--- src/rtl/core/kdsg_pkg.sv ---
`timescale 1ns / 1ps
`default_nettype none
package kdsg_pkg;

  // Capacities and field widths.
  localparam int MAX_IDS      = 4096;
  localparam int ID_W         = $clog2(MAX_IDS);
  localparam int CNT_W        = ID_W + 1;
  localparam int HASH_SLOTS   = 8192;
  localparam int SLOT_W       = $clog2(HASH_SLOTS);
  localparam int SAMPLE_LIMIT = 65536;
  localparam int SAMP_W       = 16;
  localparam int KEY_W        = 64;
  localparam int OP_W         = 3;
  localparam int POS_W        = 12;
  localparam int ST_W         = 2;
  localparam int REC_W        = SAMP_W + ID_W;

  // Operation codes.
  localparam logic [OP_W-1:0] OP_KEY     = 3'd0;
  localparam logic [OP_W-1:0] OP_SEG_END = 3'd1;
  localparam logic [OP_W-1:0] OP_FINISH  = 3'd2;
  localparam logic [OP_W-1:0] OP_RD_UNIQ = 3'd3;
  localparam logic [OP_W-1:0] OP_RD_GRP  = 3'd4;
  localparam logic [OP_W-1:0] OP_CLEAR   = 3'd5;

  // Status codes.
  localparam logic [ST_W-1:0] ST_OK       = 2'd0;
  localparam logic [ST_W-1:0] ST_FULL     = 2'd1;
  localparam logic [ST_W-1:0] ST_SAMP_OVF = 2'd2;
  localparam logic [ST_W-1:0] ST_BAD_POS  = 2'd3;

  // One classified item on its way from the front to the back.
  typedef struct packed {
    logic [OP_W-1:0]   op;
    logic [KEY_W-1:0]  key_lo;
    logic [KEY_W-1:0]  key_hi;
    logic [POS_W-1:0]  pos;
    logic [SLOT_W-1:0] slot;
  } item_t;

  // One result item.
  typedef struct packed {
    logic [ID_W-1:0]   idx;
    logic              is_new;
    logic [ST_W-1:0]   status;
    logic [KEY_W-1:0]  klo;
    logic [KEY_W-1:0]  khi;
    logic [CNT_W-1:0]  gend;
    logic [SAMP_W-1:0] samp;
    logic [CNT_W-1:0]  ucount;
  } res_t;

  // Home slot of a key: the high word is rotated by half, mixed into the
  // low word, and the result is folded down to the slot width.
  function automatic logic [SLOT_W-1:0] hash_slot(input logic [KEY_W-1:0] lo,
                                                  input logic [KEY_W-1:0] hi);
    logic [KEY_W-1:0]  x;
    logic [KEY_W-1:0]  part;
    logic [SLOT_W-1:0] h;
    x = lo ^ {hi[KEY_W/2-1:0], hi[KEY_W-1:KEY_W/2]};
    h = '0;
    for (int i = 0; i * SLOT_W < KEY_W; i++) begin
      part = x >> (i * SLOT_W);
      h    = h ^ part[SLOT_W-1:0];
    end
    return h;
  endfunction

endpackage
`default_nettype wire

--- src/rtl/core/kdsg_front.sv ---
`timescale 1ns / 1ps
`default_nettype none
module kdsg_front (
  input  wire logic                        clk_i,
  input  wire logic                        rst_ni,
  input  wire logic                        cfg_we_i,
  input  wire logic                        cfg_data_i,
  input  wire logic [kdsg_pkg::OP_W-1:0]   opcode_i,
  input  wire logic [kdsg_pkg::KEY_W-1:0]  key_low_i,
  input  wire logic [kdsg_pkg::KEY_W-1:0]  key_high_i,
  input  wire logic [kdsg_pkg::POS_W-1:0]  position_i,
  output kdsg_pkg::item_t                  item_o
);
  import kdsg_pkg::*;

  logic             pair_mode_q;
  logic [KEY_W-1:0] hi_eff;

  // Key layout register.
  always_ff @(posedge clk_i or negedge rst_ni) begin
    if (!rst_ni) begin
      pair_mode_q <= 1'b0;
    end else if (cfg_we_i) begin
      pair_mode_q <= cfg_data_i;
    end
  end

  // In single-word mode the second word reads as zero.
  assign hi_eff = pair_mode_q ? key_high_i : '0;

  // Classify the item and compute its home slot.
  always_comb begin
    item_o.op     = opcode_i;
    item_o.key_lo = key_low_i;
    item_o.key_hi = hi_eff;
    item_o.pos    = position_i;
    item_o.slot   = hash_slot(key_low_i, hi_eff);
  end

endmodule
`default_nettype wire

--- config.mk ---
export PLATFORM = sky130hd
export DESIGN_NAME = kdsg_front
export DESIGN_NICKNAME = d
export VERILOG_FILES = /design/src/rtl/core/kdsg_pkg.sv /design/src/rtl/core/kdsg_front.sv
export SDC_FILE = /design/constraint.sdc
export NUM_CORES = 1
export LEC_CHECK = 0
export ABC_AREA = 1
export BUFFER_PORTS_ARGS = -buffer_cell sky130_fd_sc_hd__buf_2
export CELL_PAD_IN_SITES_DETAIL_PLACEMENT = 0
export CELL_PAD_IN_SITES_GLOBAL_PLACEMENT = 2
export CORE_MARGIN = 2
export CORE_UTILIZATION = 16
export CTS_CLUSTER_SIZE = 25
export DETAILED_ROUTE_END_ITERATION = 12
export GPL_ROUTABILITY_DRIVEN = 1
export PLACE_DENSITY = 0.88
export SLEW_MARGIN = 5
export SYNTH_ARGS = -nofsm -noshare
export SYNTH_HDL_FRONTEND = slang
export SYNTH_SLANG_ARGS = --single-unit
--- constraint.sdc ---
create_clock -name clk_i -period 4.2 [get_ports clk_i]
set_clock_uncertainty 0.1 [all_clocks]
set_input_delay 0.84 -clock clk_i [delete_from_list [all_inputs] [get_ports clk_i]]
set_output_delay 0.84 -clock clk_i [all_outputs]
set_load 0.005 [all_outputs]
### After elaboration in Yosys (flattened, before gate mapping)

Cells that the tools add are included.
Widths: inputs -> output; s select.

* flip-flop bits (word level): 1
* input bits: 147

* bitwise operators: 5
* multiplexer cells: 1

Operator list (count)
* $mux 64: 1
* $xor 64x64->64: 1
* $xor 13x13->13: 3
* $xor 13x12->13: 1

### Depth between registers and ports, before layout

* word-level depth: 6
* mapped depth: 12

### Worst setup path before layout

No wires, ideal clock.

* path type: in2out
* from: input key_high_i[56] in the netlist's numbering
* to: output item_o[11] in the netlist's numbering
* data required time: 3.260 ns
* buffers on the path: 0
* slack: 1.868 ns
* arrival time: 1.392 ns
* stages on the path: 10
* cells stage by stage: nand2_1 inv_1 nand2_1 nand2_1 nand2_1 nand2_1 nand2_1 nand2_1 nand2_1 nand2_1

RTL lines
* start, declared: RTL line kdsg_front.sv:10 `input wire logic [kdsg_pkg::KEY_W-1:0] key_high_i,`
* end, declared: RTL line kdsg_front.sv:12 `output kdsg_pkg::item_t item_o`

==> summary by stage <==
Global route
The via count of the first global-routing pass is 3144. Entering global routing, the biggest net connects 44 pins. The number of antenna violations at the first check in global routing is 1. The final global-route overflow total is 0. The wire length of the first global-routing pass is 14480 um.

For this run, the total global-route usage over all layers was measured as 8.623%.

Route
The total number of vias is 3547. For this run, the detailed router's first-pass iteration total came to 8. The final layout contains routed wiring with a total length of 9234 um. Dividing the detail-routed wire length by the instance count gives 9.346 um.

The number of design rule violations left after detail routing is 20. The post-detailed-route count of antenna-violating nets is 0. After the first detailed-routing iteration, the DRC count stood at 133. The via count normalized by instance count is 3.590.

Timing
The shortest period the worst path allows is 2875 ps. Setup violations remaining at the end of the flow were counted as 0. The final max-slew violation count is 0. In the final timing run, aggregate negative setup slack is 0 ps.

For the pin with the worst max-slew slack, the measured transition is 751.3 ps. The hold violation total from the final report is 0. The max-slew headroom at the worst pin is 49.92%. Setup repair after global routing left no endpoint under its margin. Hold timing on the final database bottoms out at a slack of 514.2 ps. The fmax is 347.8 MHz. The final critical-path share of the clock period is 68.46%.

Power and ir drop
The power density over the cells is 140.9 nW/um^2. The standby leakage power is 2.997 nW. The worst supply voltage drop on vdd is 0.1129 mV.

Floorplanning
The die covers 19610 sq um. From bottom edge to top edge, the die measures 140.1 um. The initial core utilization is 16.37%. The top-level port count is 303. From left edge to right edge, the die measures 140.1 um. In this run the core area contains 49 standard-cell rows.

The area of the core is 18090 sq um.

Finish
0 antenna diodes ended up in the layout. Cells with a size suffix above 1 make up 38.60% of the layout. The largest registers in the layout are pair_mode_q x1. The net count of the finished layout is 908. The number of flip-flops under the largest register name is 1. More flip-flops sit in one register than any other, and that register is pair_mode_q.

Relative to the synthesized area, the layout overhead comes to 33.00%.

Clock network
The number of buffers inserted by post-CTS setup repair is 0. Clock latency on the worst-skew pair, taken at its later pin, is 0 ps. The number of cells upsized or downsized after cts is 0. In this run, post-CTS hold repair placed 0 buffers. After clock tree synthesis, the clock-pin slew on the worst setup and hold paths is 0 ps.

Logic synthesis
The summed instance area of the synthesized netlist is 2962 sq um. When the netlist entered floorplanning its net count stood at 721. The number of library cell types mapped by synthesis is 18. The average size of a mapped cell is 5.160 sq um. In this run, synthesis produced a sequential element count of 1.

After synthesis, flip-flops and latches occupy 0.8450% of the total area. Of the post-synthesis cell area, the dominant cell type holds 29.02%. By area the synthesized netlist is led by nand2_1 (29%), buf_4 (20%), inv_1 (16%).

The synthesized design spends more area on one cell type than any other, namely nand2_1. The number of flops mapped to enable cells by yosys is 0. The commonest register cell after synthesis is dfrtp_1.

Counting instances in the post-synthesis netlist gives the leading cell types as nand2_1 (229), inv_1 (126), buf_4 (79), nand3_1 (44), xor2_1 (33). For this run, the number of Yosys warnings is 0. The share of synthesized registers carrying an async set or reset is 100.0%.

The cell count after synthesis came out at 574. Among all cell types in the netlist, the one instantiated most often is nand2_1.

Worst setup path
For this design, the slowest cell found on the critical path is dfrtp_2. Together, buffers and inverters on the worst path number 3. In this run the worst path has a maximum fanout of 43. The signal on the critical path passes through buf_12 > nand2_1 > xor2_1 > nand3_1 > nand2_1 > inv_1 > nand2_1 > nand2_1 > buf_2. The worst setup path is captured at an output pin.

STA classifies the critical path startpoint as a register. Broken down by cell family, the worst path's largest delay share belongs to flip-flops. In this design, the stage delay of the slowest critical-path cell is 820 ps. The arrival time reported for the critical path endpoint is 1940 ps. The most frequent cell on the critical path is nand2_1.

The required arrival time at the worst endpoint is 3260 ps. The worst setup path category is reg -> out.

Flow run
The tool flagged a number of max-cap violations equal to 0.

Outcome
The flow ran to the end, but the final reports show violations. The checks that failed: DRC.

Min path
The class of the worst hold path is in -> async.

Place
Detailed placement ended at an HPWL of 8354 um. The number of buffers inserted by port buffering is 272. Routability-driven placement finished with a final weighted congestion of 0.7494.
placed cells by master (no fill, tap or decap):
cell,synthesis,routed
buf_2,1,272
nand2_1,229,229
inv_1,126,126
nand3_1,44,44
xor2_1,33,33
xnor2_1,19,19
nor2_1,14,14
o21ai_2,6,6
o22ai_2,6,6
inv_2,3,3
nand2_2,2,2
o21ai_1,1,1
xnor2_2,1,1
mux2_2,1,1
dfrtp_2,0,1
buf_12,0,1
routing by layer:
metal / share of wire, % / up-vias / GRT usage [%]
met2: 51 / 145 / 16.85
met1: 41 / 1423 / 10.53
li1: - / 1969 / -
met4: 0.88 / 2 / 0.6911
met3: 7.4 / 8 / 0.8889
met5: 0.14 / - / 0
power by group:
group | leakage, nW | total [mW] | switching, mW | internal [mW]
registers | 0.0107 | 0.0229 | 0.0122 | 0.0108
clock network | 0 | 0 | 0 | 0
logic | 2.99 | 0.532 | 0.289 | 0.244
total | 3.00 | 0.555 | 0.301 | 0.254
cell families (layout without fill, tap and decap cells):
| kind of cell | Yosys count | count (layout) | synth area share (%) |
|---|---|---|---|
| AO/OA/AOI/OAI | 13 | 13 | 4.478 |
| flip-flops | 1 | 1 | 0.8448 |
| AND/OR/NAND/NOR | 289 | 289 | 38.66 |
| buffers and inverters | 217 | 402 | 39.71 |
| multiplexers | 1 | 1 | 0.3802 |
| XOR/XNOR | 53 | 53 | 15.93 |
stage by stage:
step                power [mW]  utilization (%)  setup WS, ps  area [sq um]  std cells
finish                  0.5551            21.78          1325          3939        988
global route            0.6398            21.78          1084          3939        988
CTS                     0.5680            21.78          1252          3939        988
detailed placement      0.5654            21.78          1255          3939        988
global placement        0.5664            21.78          1320          3939        988
floorplan               0.3847                -          1868          2962        574
final timing paths:
path / start / to / slack (ps) / depth (start not counted)
max: pair_mode_q / item_o[5] / 1320 / 9
min in group clk_i: cfg_data_i / pair_mode_q / 1000 / 2
min reg2reg: pair_mode_q / pair_mode_q / 1000 / 1
max reg2reg: pair_mode_q / pair_mode_q / 2920 / 1
min: rst_ni / pair_mode_q / 510 / 1
max in group asynchronous: rst_ni / pair_mode_q / 3390 / 1
cell type report:
cell class,count,area [sq um]
Fill cell,2141,14150
Multi-Input combinational cell,356,1760
Timing Repair Buffer,273,1381
Inverter,129,484.2
Tap cell,229,286.5
Sequential cell,1,26.28
No activity file was read; power rests on OpenSTA's default activity.
