File: config.mk
export PLATFORM = sky130hd
export DESIGN_NAME = kdsg_fifo
export DESIGN_NICKNAME = d
export VERILOG_FILES = /design/src/rtl/core/kdsg_pkg.sv /design/src/rtl/core/kdsg_fifo.sv
export SDC_FILE = /design/constraint.sdc
export NUM_CORES = 1
export LEC_CHECK = 0
export ABC_AREA = 1
export ABC_CLOCK_PERIOD_IN_PS = 10400
export BUFFER_PORTS_ARGS = -buffer_cell sky130_fd_sc_hd__buf_2
export CAP_MARGIN = 10
export CORE_MARGIN = 2
export CORE_UTILIZATION = 40
export CTS_CLUSTER_DIAMETER = 60
export DETAILED_ROUTE_END_ITERATION = 8
export GPL_ROUTABILITY_DRIVEN = 0
export SKIP_CTS_REPAIR_TIMING = 1
export SLEW_MARGIN = 10
export SYNTH_ARGS = -nofsm -noshare
export SYNTH_HDL_FRONTEND = slang
export SYNTH_SLANG_ARGS = --single-unit
File: constraint.sdc
create_clock -name clk_i -period 10.4 [get_ports clk_i]
set_input_delay 0 -clock clk_i [delete_from_list [all_inputs] [get_ports clk_i]]
set_output_delay 0 -clock clk_i [all_outputs]
set_load 0.05 [all_outputs]
File: src/rtl/core/kdsg_pkg.sv
`timescale 1ns / 1ps
`default_nettype none
package kdsg_pkg;

  // Capacities and field widths.
  localparam int MAX_IDS      = 4096;
  localparam int ID_W         = $clog2(MAX_IDS);
  localparam int CNT_W        = ID_W + 1;
  localparam int HASH_SLOTS   = 8192;
  localparam int SLOT_W       = $clog2(HASH_SLOTS);
  localparam int SAMPLE_LIMIT = 65536;
  localparam int SAMP_W       = 16;
  localparam int KEY_W        = 64;
  localparam int OP_W         = 3;
  localparam int POS_W        = 12;
  localparam int ST_W         = 2;
  localparam int REC_W        = SAMP_W + ID_W;

  // Operation codes.
  localparam logic [OP_W-1:0] OP_KEY     = 3'd0;
  localparam logic [OP_W-1:0] OP_SEG_END = 3'd1;
  localparam logic [OP_W-1:0] OP_FINISH  = 3'd2;
  localparam logic [OP_W-1:0] OP_RD_UNIQ = 3'd3;
  localparam logic [OP_W-1:0] OP_RD_GRP  = 3'd4;
  localparam logic [OP_W-1:0] OP_CLEAR   = 3'd5;

  // Status codes.
  localparam logic [ST_W-1:0] ST_OK       = 2'd0;
  localparam logic [ST_W-1:0] ST_FULL     = 2'd1;
  localparam logic [ST_W-1:0] ST_SAMP_OVF = 2'd2;
  localparam logic [ST_W-1:0] ST_BAD_POS  = 2'd3;

  // One classified item on its way from the front to the back.
  typedef struct packed {
    logic [OP_W-1:0]   op;
    logic [KEY_W-1:0]  key_lo;
    logic [KEY_W-1:0]  key_hi;
    logic [POS_W-1:0]  pos;
    logic [SLOT_W-1:0] slot;
  } item_t;

  // One result item.
  typedef struct packed {
    logic [ID_W-1:0]   idx;
    logic              is_new;
    logic [ST_W-1:0]   status;
    logic [KEY_W-1:0]  klo;
    logic [KEY_W-1:0]  khi;
    logic [CNT_W-1:0]  gend;
    logic [SAMP_W-1:0] samp;
    logic [CNT_W-1:0]  ucount;
  } res_t;

  // Home slot of a key: the high word is rotated by half, mixed into the
  // low word, and the result is folded down to the slot width.
  function automatic logic [SLOT_W-1:0] hash_slot(input logic [KEY_W-1:0] lo,
                                                  input logic [KEY_W-1:0] hi);
    logic [KEY_W-1:0]  x;
    logic [KEY_W-1:0]  part;
    logic [SLOT_W-1:0] h;
    x = lo ^ {hi[KEY_W/2-1:0], hi[KEY_W-1:KEY_W/2]};
    h = '0;
    for (int i = 0; i * SLOT_W < KEY_W; i++) begin
      part = x >> (i * SLOT_W);
      h    = h ^ part[SLOT_W-1:0];
    end
    return h;
  endfunction

endpackage
`default_nettype wire

File: src/rtl/core/kdsg_fifo.sv
`timescale 1ns / 1ps
`default_nettype none
module kdsg_fifo (
  input  wire logic    clk_i,
  input  wire logic    rst_ni,
  input  wire logic    push_i,
  input  wire kdsg_pkg::item_t data_i,
  output logic         full_o,
  output logic         valid_o,
  input  wire logic    pop_i,
  output kdsg_pkg::item_t data_o
);
  import kdsg_pkg::*;

  item_t      ent_q [2];
  logic       wr_q;
  logic       rd_q;
  logic [1:0] cnt_q;

  assign full_o  = (cnt_q == 2'd2);
  assign valid_o = (cnt_q != 2'd0);
  assign data_o  = ent_q[rd_q];

  // Pointers and fill level.
  always_ff @(posedge clk_i or negedge rst_ni) begin
    if (!rst_ni) begin
      wr_q  <= 1'b0;
      rd_q  <= 1'b0;
      cnt_q <= 2'd0;
    end else begin
      if (push_i) begin
        wr_q <= ~wr_q;
      end
      if (pop_i) begin
        rd_q <= ~rd_q;
      end
      if (push_i && !pop_i) begin
        cnt_q <= cnt_q + 2'd1;
      end else if (pop_i && !push_i) begin
        cnt_q <= cnt_q - 2'd1;
      end
    end
  end

  // Entry storage.
  always_ff @(posedge clk_i) begin
    if (push_i) begin
      ent_q[wr_q] <= data_i;
    end
  end

endmodule
`default_nettype wire

# Word level (Yosys, flattened, before mapping)

Memory sizes are Yosys's and may differ from the RTL's.
Index checks and enable logic that the tools add are counted.
W data, S select, Z words.

Flip-flop bits (word level): 4
Bits in latches: 0
Bits in writable memories: 312
ROM bits: 0
Bits of input ports: 160
Output and inout bits: 158
Memories kept: 1

Memory list:

| memory | words | bits a word | rd ports | clocked after memory_dff | wr ports | line            | text |
|---|---|---|---|---|---|---|---|
| ent_q  | 2     | 156         | 1        | 0                        | 1        | kdsg_fifo.sv:15 | `item_t ent_q [2];` |

Add/subtract/negate cells: 2
Multipliers: 0
Divide/modulo/power cells: 0
$lt $le $gt $ge: 0
Equality and inequality tests: 1
Shift-type cells: 0
Muxes and demuxes: 4
Bitwise logic cells: 2
Reductions and logical operators: 6

Operator list:

| cell                  | count |
|---|---|
| $mux W2               | 2 |
| $reduce_bool A2 Y1    | 2 |
| $add A2 B1 Y2 const B | 1 |
| $eq A2 B2 Y1 const B  | 1 |
| $logic_and A1 B1 Y1   | 2 |
| $logic_not A1 Y1      | 2 |
| $mux W1               | 2 |
| $not A1 Y1            | 2 |
| $sub A2 B1 Y2 const B | 1 |

# Longest topological paths before layout

Gate-level depths: netlist of the first run.

Depth in word-level cells: 4
Depth in mapped cells: 7
Depth with buffers taken out: 7

# Least setup slack after synthesis of the first run

OpenSTA, ideal clock, no wires.

Path kind: reg2reg
Start point: register wr_q
End point: memory ent_q[0][0] (netlist name) (enable)
Library setup time: 0.678 ns
Data arrival time: 6.887 ns
Data required time: 9.722 ns
Slack: 2.834 ns
Cell stages (with the launch flop): 2
Buffers on the path: 0
Path through: dfrtp_1 > nor2_1

RTL lines:

| item                   | line            | text |
|---|---|---|
| start, declared        | kdsg_fifo.sv:16 | `logic wr_q;` |
| start signal, assigned | kdsg_fifo.sv:32 | `wr_q <= ~wr_q;` |
| end, declared          | kdsg_fifo.sv:15 |  |

No word-level cell before the write port.

==> flow_summary.ini, run 1 <==
[route]
drt_iter0_drc = 360
finalWirelength_mm = 23.5
detail-route-antenna-nets = 0
vias = 6402
wire_per_inst_um = 16.6
drcViolationCount = 0
viasPerCell = 4.52
dr.pass1.iters = 4

[timing]
timing.final.hold_violations = 0
rsz0062_at_grt = false
slew_violations = 0
post-route-min-period_ns = 2.67
fin_crit_sh_pct = 25.7
max_slew_margin_pct = 35.8
worst_pin_slew_ns = 0.963
max_freq_ghz = 0.374
skew_ns = 0.0205
finalSetupViolCount = 0
setup_tns_ns = 0

[global_routing]
grt_pass1_vias = 6009
antenna_found_initial = 1
grt_pass1_wl_mm = 33.3
gr-usage-all-layers_pct = 14.1
gr-total-overflow = 0
grt_max_degree = 95

[outcome]
status = finished, final reports clean

[final_layout]
syn_to_final_growth_pct = 38.8
post-route-util_pct = 55.9
drive_gt1_share_pct = 50.4
final_nets = 1170

[clocking]
clk_pin_slew_ns = 0.06
clk_latency_ns = 0.55
tritoncts = done
cts.path.max_buffers = 3
cts_buffers = 31
cts_root_buf = clkbuf_16
cts-htree-levels = 1
numClockSinks = 316

[power_and_ir_drop]
irDropWorstVdd_uv = 156
p_leak_nw = 6.05
cellPowerDensity_mw_per_mm2 = 293

[floorplan]
fp.dieH_um = 174
fp.dieW_um = 174
start_util_pct = 40.3
die-area_sq_mm = 0.0301
core_area_sq_mm = 0.0285
ioPinCount = 318
num_rows = 62

[critical_path]
endpoint_kind = output pin
slowest_stage = buf_4
crit_fanout = 70
crit_chain = buf_4 > mux2_2 > buf_2
cp.arrival_ns = 2.67
crit_type = flip-flop to output pin
cp_slowest_stage_delay_ns = 0.78
reg2reg_depth = 3
start_kind = flip-flop
cp.required_ns = 10.40

[placement]
dp_hpwl_mm = 13.8
io_buffers = 317

[logic_synthesis]
syn_area_sq_mm = 0.0115
postSynthCellCount = 510
yosysWarnings = 0
synthDistinctLibCells = 14
syn_avg_cell_area_sq_um = 22.6
seq_area_frac_synth_pct = 82.3
synth_seq_cells = 316
synth_nets = 671

[flow_run]
maxCapViolCount = 0

[worst_hold_path]
worstHoldPathType = input port to flip-flop
holdPathStages = 2
## where the power goes
| group | leakage (nW) | switching [W] | internal [W] |
|---|---|---|---|
| Combinational | 2.63 | 0.00140 | 0.000523 |
| Sequential | 2.97 | 0.0000636 | 0.00169 |
| Clock | 0.442 | 0.000435 | 0.000569 |
| Total | 6.05 | 0.00190 | 0.00279 |
## state kept, by name, summed over array words and instances (netlist names)
name,flops
ent_q,312
cnt_q,2
rd_q,1
wr_q,1
## kinds of logic (layout without fill, tap and decap cells)
| logic type | Yosys count | count (layout) | share of synthesized area (%) |
|---|---|---|---|
| fa+ha+maj | 1 | 1 | 0.109 |
| mux | 156 | 156 | 15.3 |
| buf+inv | 24 | 545 | 1.72 |
| flops | 316 | 316 | 82.3 |
| xor+xnor | 3 | 3 | 0.228 |
| simple gates | 10 | 10 | 0.359 |
| other cells | 0 | 1 | 0 |
## synthesized netlist by cell type
library cell,instances,area share [%]
xnor2_1,1,0.076
nand3_1,1,0.043
buf_4,2,0.13
dfrtp_1,4,0.87
nor2_1,2,0.065
edfxtp_1,312,81
nand2_1,6,0.20
buf_2,2,0.087
nand4_1,1,0.054
inv_1,7,0.23
buf_6,13,1.3
xor2_1,2,0.15
ha_1,1,0.11
mux2_2,156,15
## placed cells by master (no fill, tap or decap), types with 2 or more instances in the layout
master | netlist | final
clkbuf_16 | 0 | 31
clkinv_1 | 0 | 6
edfxtp_1 | 312 | 312
buf_4 | 2 | 6
xor2_1 | 2 | 2
mux2_2 | 156 | 156
clkinv_2 | 0 | 5
dlygate4sd3_1 | 0 | 160
clkbuf_1 | 0 | 11
inv_1 | 7 | 6
buf_2 | 2 | 317
dfrtp_1 | 4 | 3
nand2_1 | 6 | 6
## critical path, delay by kind of cell, from the launching register on
family | cells | cell delay (ns)
muxes | 1 | 0.43
DFF | 1 | 0.61
buffers and inverters | 2 | 0.99
## layer usage
metal  wire length (um)  vias up  share of wire (%)  track usage [%]
li1                   -     3027                  -                -
met1               9450     3102                 40             16.9
met2              11700      228                 50             24.0
met3               1780       45                7.6             5.11
met4                529        0                2.3             4.03
met5                  0        -                  0                0
## cell type report
cell class              count  area, sq um
fillers                  2360        12600
flip-flops and latches    316         9470
repair buffers            483         3230
multi-input cells         170         1840
clock buffers              42          817
well taps                 384          480
clock inverters            13         86.3
inverters                   7         31.3
diodes                      1         2.50
## path summary, 6_finish.rpt
path	from	endpoint	slack [ns]
worst min-delay path	data_i[145]	ent_q[1][145]$_DFFE_PP_	0.17
worst max-delay path	rd_q$_DFFE_PN0P_	data_o[42]	7.73
worst min register to register	cnt_q[1]$_DFFE_PN0P_	cnt_q[1]$_DFFE_PN0P_	0.48
worst max register to register	wr_q$_DFFE_PN0P_	ent_q[1][28]$_DFFE_PP_	7.97
max in group asynchronous	rst_ni	rd_q$_DFFE_PN0P_	9.82
min in group asynchronous	rst_ni	rd_q$_DFFE_PN0P_	0.39
## through the flow
| step | area, sq um | setup WS [ns] | hold slack, ns | power [W] | instances |
|---|---|---|---|---|---|
| 5_1_grt | 16000 | 7.60 | 0.149 | 0.00488 | 1416 |
| 3_3_place_gp | 13500 | 7.83 | -0.190 | 0.00367 | 1200 |
| 4_1_cts | 14400 | 7.65 | -0.764 | 0.00469 | 1255 |
| 6_report | 16000 | 7.73 | 0.172 | 0.00468 | 1416 |
| 2_1_floorplan | 11500 | 2.83 | -0.296 | 0.00334 | 510 |
| 3_5_place_dp | 13500 | 7.84 | -0.186 | 0.00368 | 1200 |
No activity file was read; power rests on OpenSTA's default activity.
==> inputs of run 2 (changes only) <==
--- a/config.mk
+++ b/config.mk
@@ -6,7 +6,7 @@
 export NUM_CORES = 1
 export LEC_CHECK = 0
 export ABC_AREA = 1
-export ABC_CLOCK_PERIOD_IN_PS = 10400
+export ABC_CLOCK_PERIOD_IN_PS = 2200
 export BUFFER_PORTS_ARGS = -buffer_cell sky130_fd_sc_hd__buf_2
 export CAP_MARGIN = 10
 export CORE_MARGIN = 2
@@ -14,6 +14,7 @@
 export CTS_CLUSTER_DIAMETER = 60
 export DETAILED_ROUTE_END_ITERATION = 8
 export GPL_ROUTABILITY_DRIVEN = 0
+export PLACE_DENSITY = 0.66
 export SKIP_CTS_REPAIR_TIMING = 1
 export SLEW_MARGIN = 10
 export SYNTH_ARGS = -nofsm -noshare
==> constraint.sdc (replaced) <==
create_clock -name clk_i -period 2.2 [get_ports clk_i]
set_input_delay 0 -clock clk_i [delete_from_list [all_inputs] [get_ports clk_i]]
set_output_delay 0 -clock clk_i [all_outputs]
set_load 0.05 [all_outputs]
==> run 2 against run 1 <==
Against the previous run: worst hold slack improved by 0.046 ns; critical path depth did not move; power grew to 4.9 times the previous value; count of clock-buffer cells in the layout increased by 6; highest routed layer unchanged; worst setup slack worse by 7.7 ns; cell area rose by 2.2%; non-clock buffer count increased by 5; cell count grew 0.78%; sequential share of layout area is 1.3 points lower.
==> flow_summary.ini, run 2 (synthesis gave the netlist of run 1 again) <==
[global_routing]
grt_max_degree = 61
grt_pass1_wl_mm = 33.1
antenna_found_initial = 2
gr-usage-all-layers_pct = 14.1
gr-total-overflow = 0
grt_pass1_vias = 6111

[timing]
slew_violations = 0
finalSetupViolCount = 0
post-route-min-period_ns = 2.12
max_slew_margin_pct = 68.8
max_freq_ghz = 0.471
worst_pin_slew_ns = 0.467
whs_ns = 0.218
timing.final.hold_violations = 0
fin_crit_sh_pct = 96.5
skew_ns = 0.0148

[final_layout]
max_flop_register = ent_q
fillers = 2196
final_nets = 1178
drive_gt1_share_pct = 51.3
reg_top3 = ent_q (312), cnt_q (2)
finalNonFillerCells = 1427
mostFrequentLayoutCells = buf_2 (317), edfxtp_1 (312), dlygate4sd3_1 (160), mux2_2 (156), clkbuf_16 (37)
syn_to_final_growth_pct = 41.8
final_common_cell = buf_2
post-route-util_pct = 57.1
largest_register_ffs = 312

[power_and_ir_drop]
cellPowerDensity_mw_per_mm2 = 1420
p_leak_nw = 6.20
irDropWorstVdd_uv = 931

[critical_path]
start_kind = flip-flop
crit_type = flip-flop to output pin
reg2reg_depth = 3
rrSetupSlack_ns = 0.60
cp.required_ns = 2.20
endpoint_kind = output pin
cp.arrival_ns = 2.12
crit_fanout = 58

[floorplan]
ioPinCount = 318
start_util_pct = 40.3
die-area_sq_mm = 0.0301
fp.dieW_um = 174
num_rows = 62
fp.dieH_um = 174
core_area_sq_mm = 0.0285

[route]
drcViolationCount = 0
wire_per_inst_um = 17.0
dr.pass1.iters = 4
met2_length_mm = 12.6
finalWirelength_mm = 24.3
wl_met1_mm = 9.36
wl_met3_mm = 1.67
viasPerCell = 4.56
vias = 6506
detail-route-antenna-nets = 0
top_layer = met4
drt_iter0_drc = 393

[placement]
io_buffers = 317
dpl.cell_count = 1205
dp_hpwl_mm = 14.4

[clocking]
clk_pin_slew_ns = 0.06
cts_buffers = 34
cts_root_buf = clkbuf_16
numClockSinks = 316
cts.path.max_buffers = 3
cts-htree-levels = 2
tritoncts = done
clk_latency_ns = 0.50

[flow_run]
maxCapViolCount = 0

[worst_hold_path]
holdPathStages = 2
worstHoldPathType = input port to flip-flop

[outcome]
status = finished, final reports clean
## run 2: changes by cell type in the layout (fill, tap and decap cells not counted), moves of 2 or more
cell,previous run,this run
buf_12,0,8
clkinv_1,6,3
bufinv_16,1,3
buf_4,6,3
clkbuf_16,31,37
## run 2: critical path: stages (launching register included)
cell and delay, ns:
dfrtp_4 0.59, buf_12 0.32, mux2_2 0.41, buf_2 0.22
## run 2: layout make-up
type                            instances  area [sq um]  share of cell area (%)
Timing Repair Buffer                  488          3370                    20.7
Clock inverter                         12           139                   0.851
Clock buffer                           48           967                    5.93
Sequential cell                       316          9470                    58.1
Inverter                                7          30.0                   0.184
Multi-Input combinational cell        170          1850                    11.3
Antenna cell                            2          5.00                  0.0307
Tap cell                              384           480                    2.95
## run 2: worst paths after layout
| kind | start | to |
|---|---|---|
| max | rd_q$_DFFE_PN0P_ | data_o[150] |
| min | data_i[5] | ent_q[1][5]$_DFFE_PP_ |
| max reg2reg | wr_q$_DFFE_PN0P_ | ent_q[1][106]$_DFFE_PP_ |
| min reg2reg | cnt_q[1]$_DFFE_PN0P_ | cnt_q[1]$_DFFE_PN0P_ |
| max in group asynchronous | rst_ni | rd_q$_DFFE_PN0P_ |
| min in group asynchronous | rst_ni | rd_q$_DFFE_PN0P_ |
## run 2: power by group
part	internal, W	switching [W]	leakage (nW)	total [W]
Sequential	0.00798	0.000311	2.97	0.00829
Clock	0.00342	0.00216	0.540	0.00558
Combinational	0.00263	0.00666	2.68	0.00929
## run 2: routing by layer
metal / vias up / track usage (%)
li1: 3036 / -
met1: 3175 / 16.5
met2: 241 / 24.1
met3: 54 / 4.74
met4: 0 / 5.50
met5: - / 0
## run 2: per-stage QoR
stage,setup TNS (ns),power [W],worst slack (ns),area [sq um]
global placement,0,0.0175,0.561,13600
CTS,0,0.0232,0.0558,14700
floorplan,-305.27,0.0156,-1.00,11500
detailed placement,0,0.0175,0.574,13600
global route,-0.00269,0.0240,-0.00269,16300
finish,0,0.0232,0.0776,16300
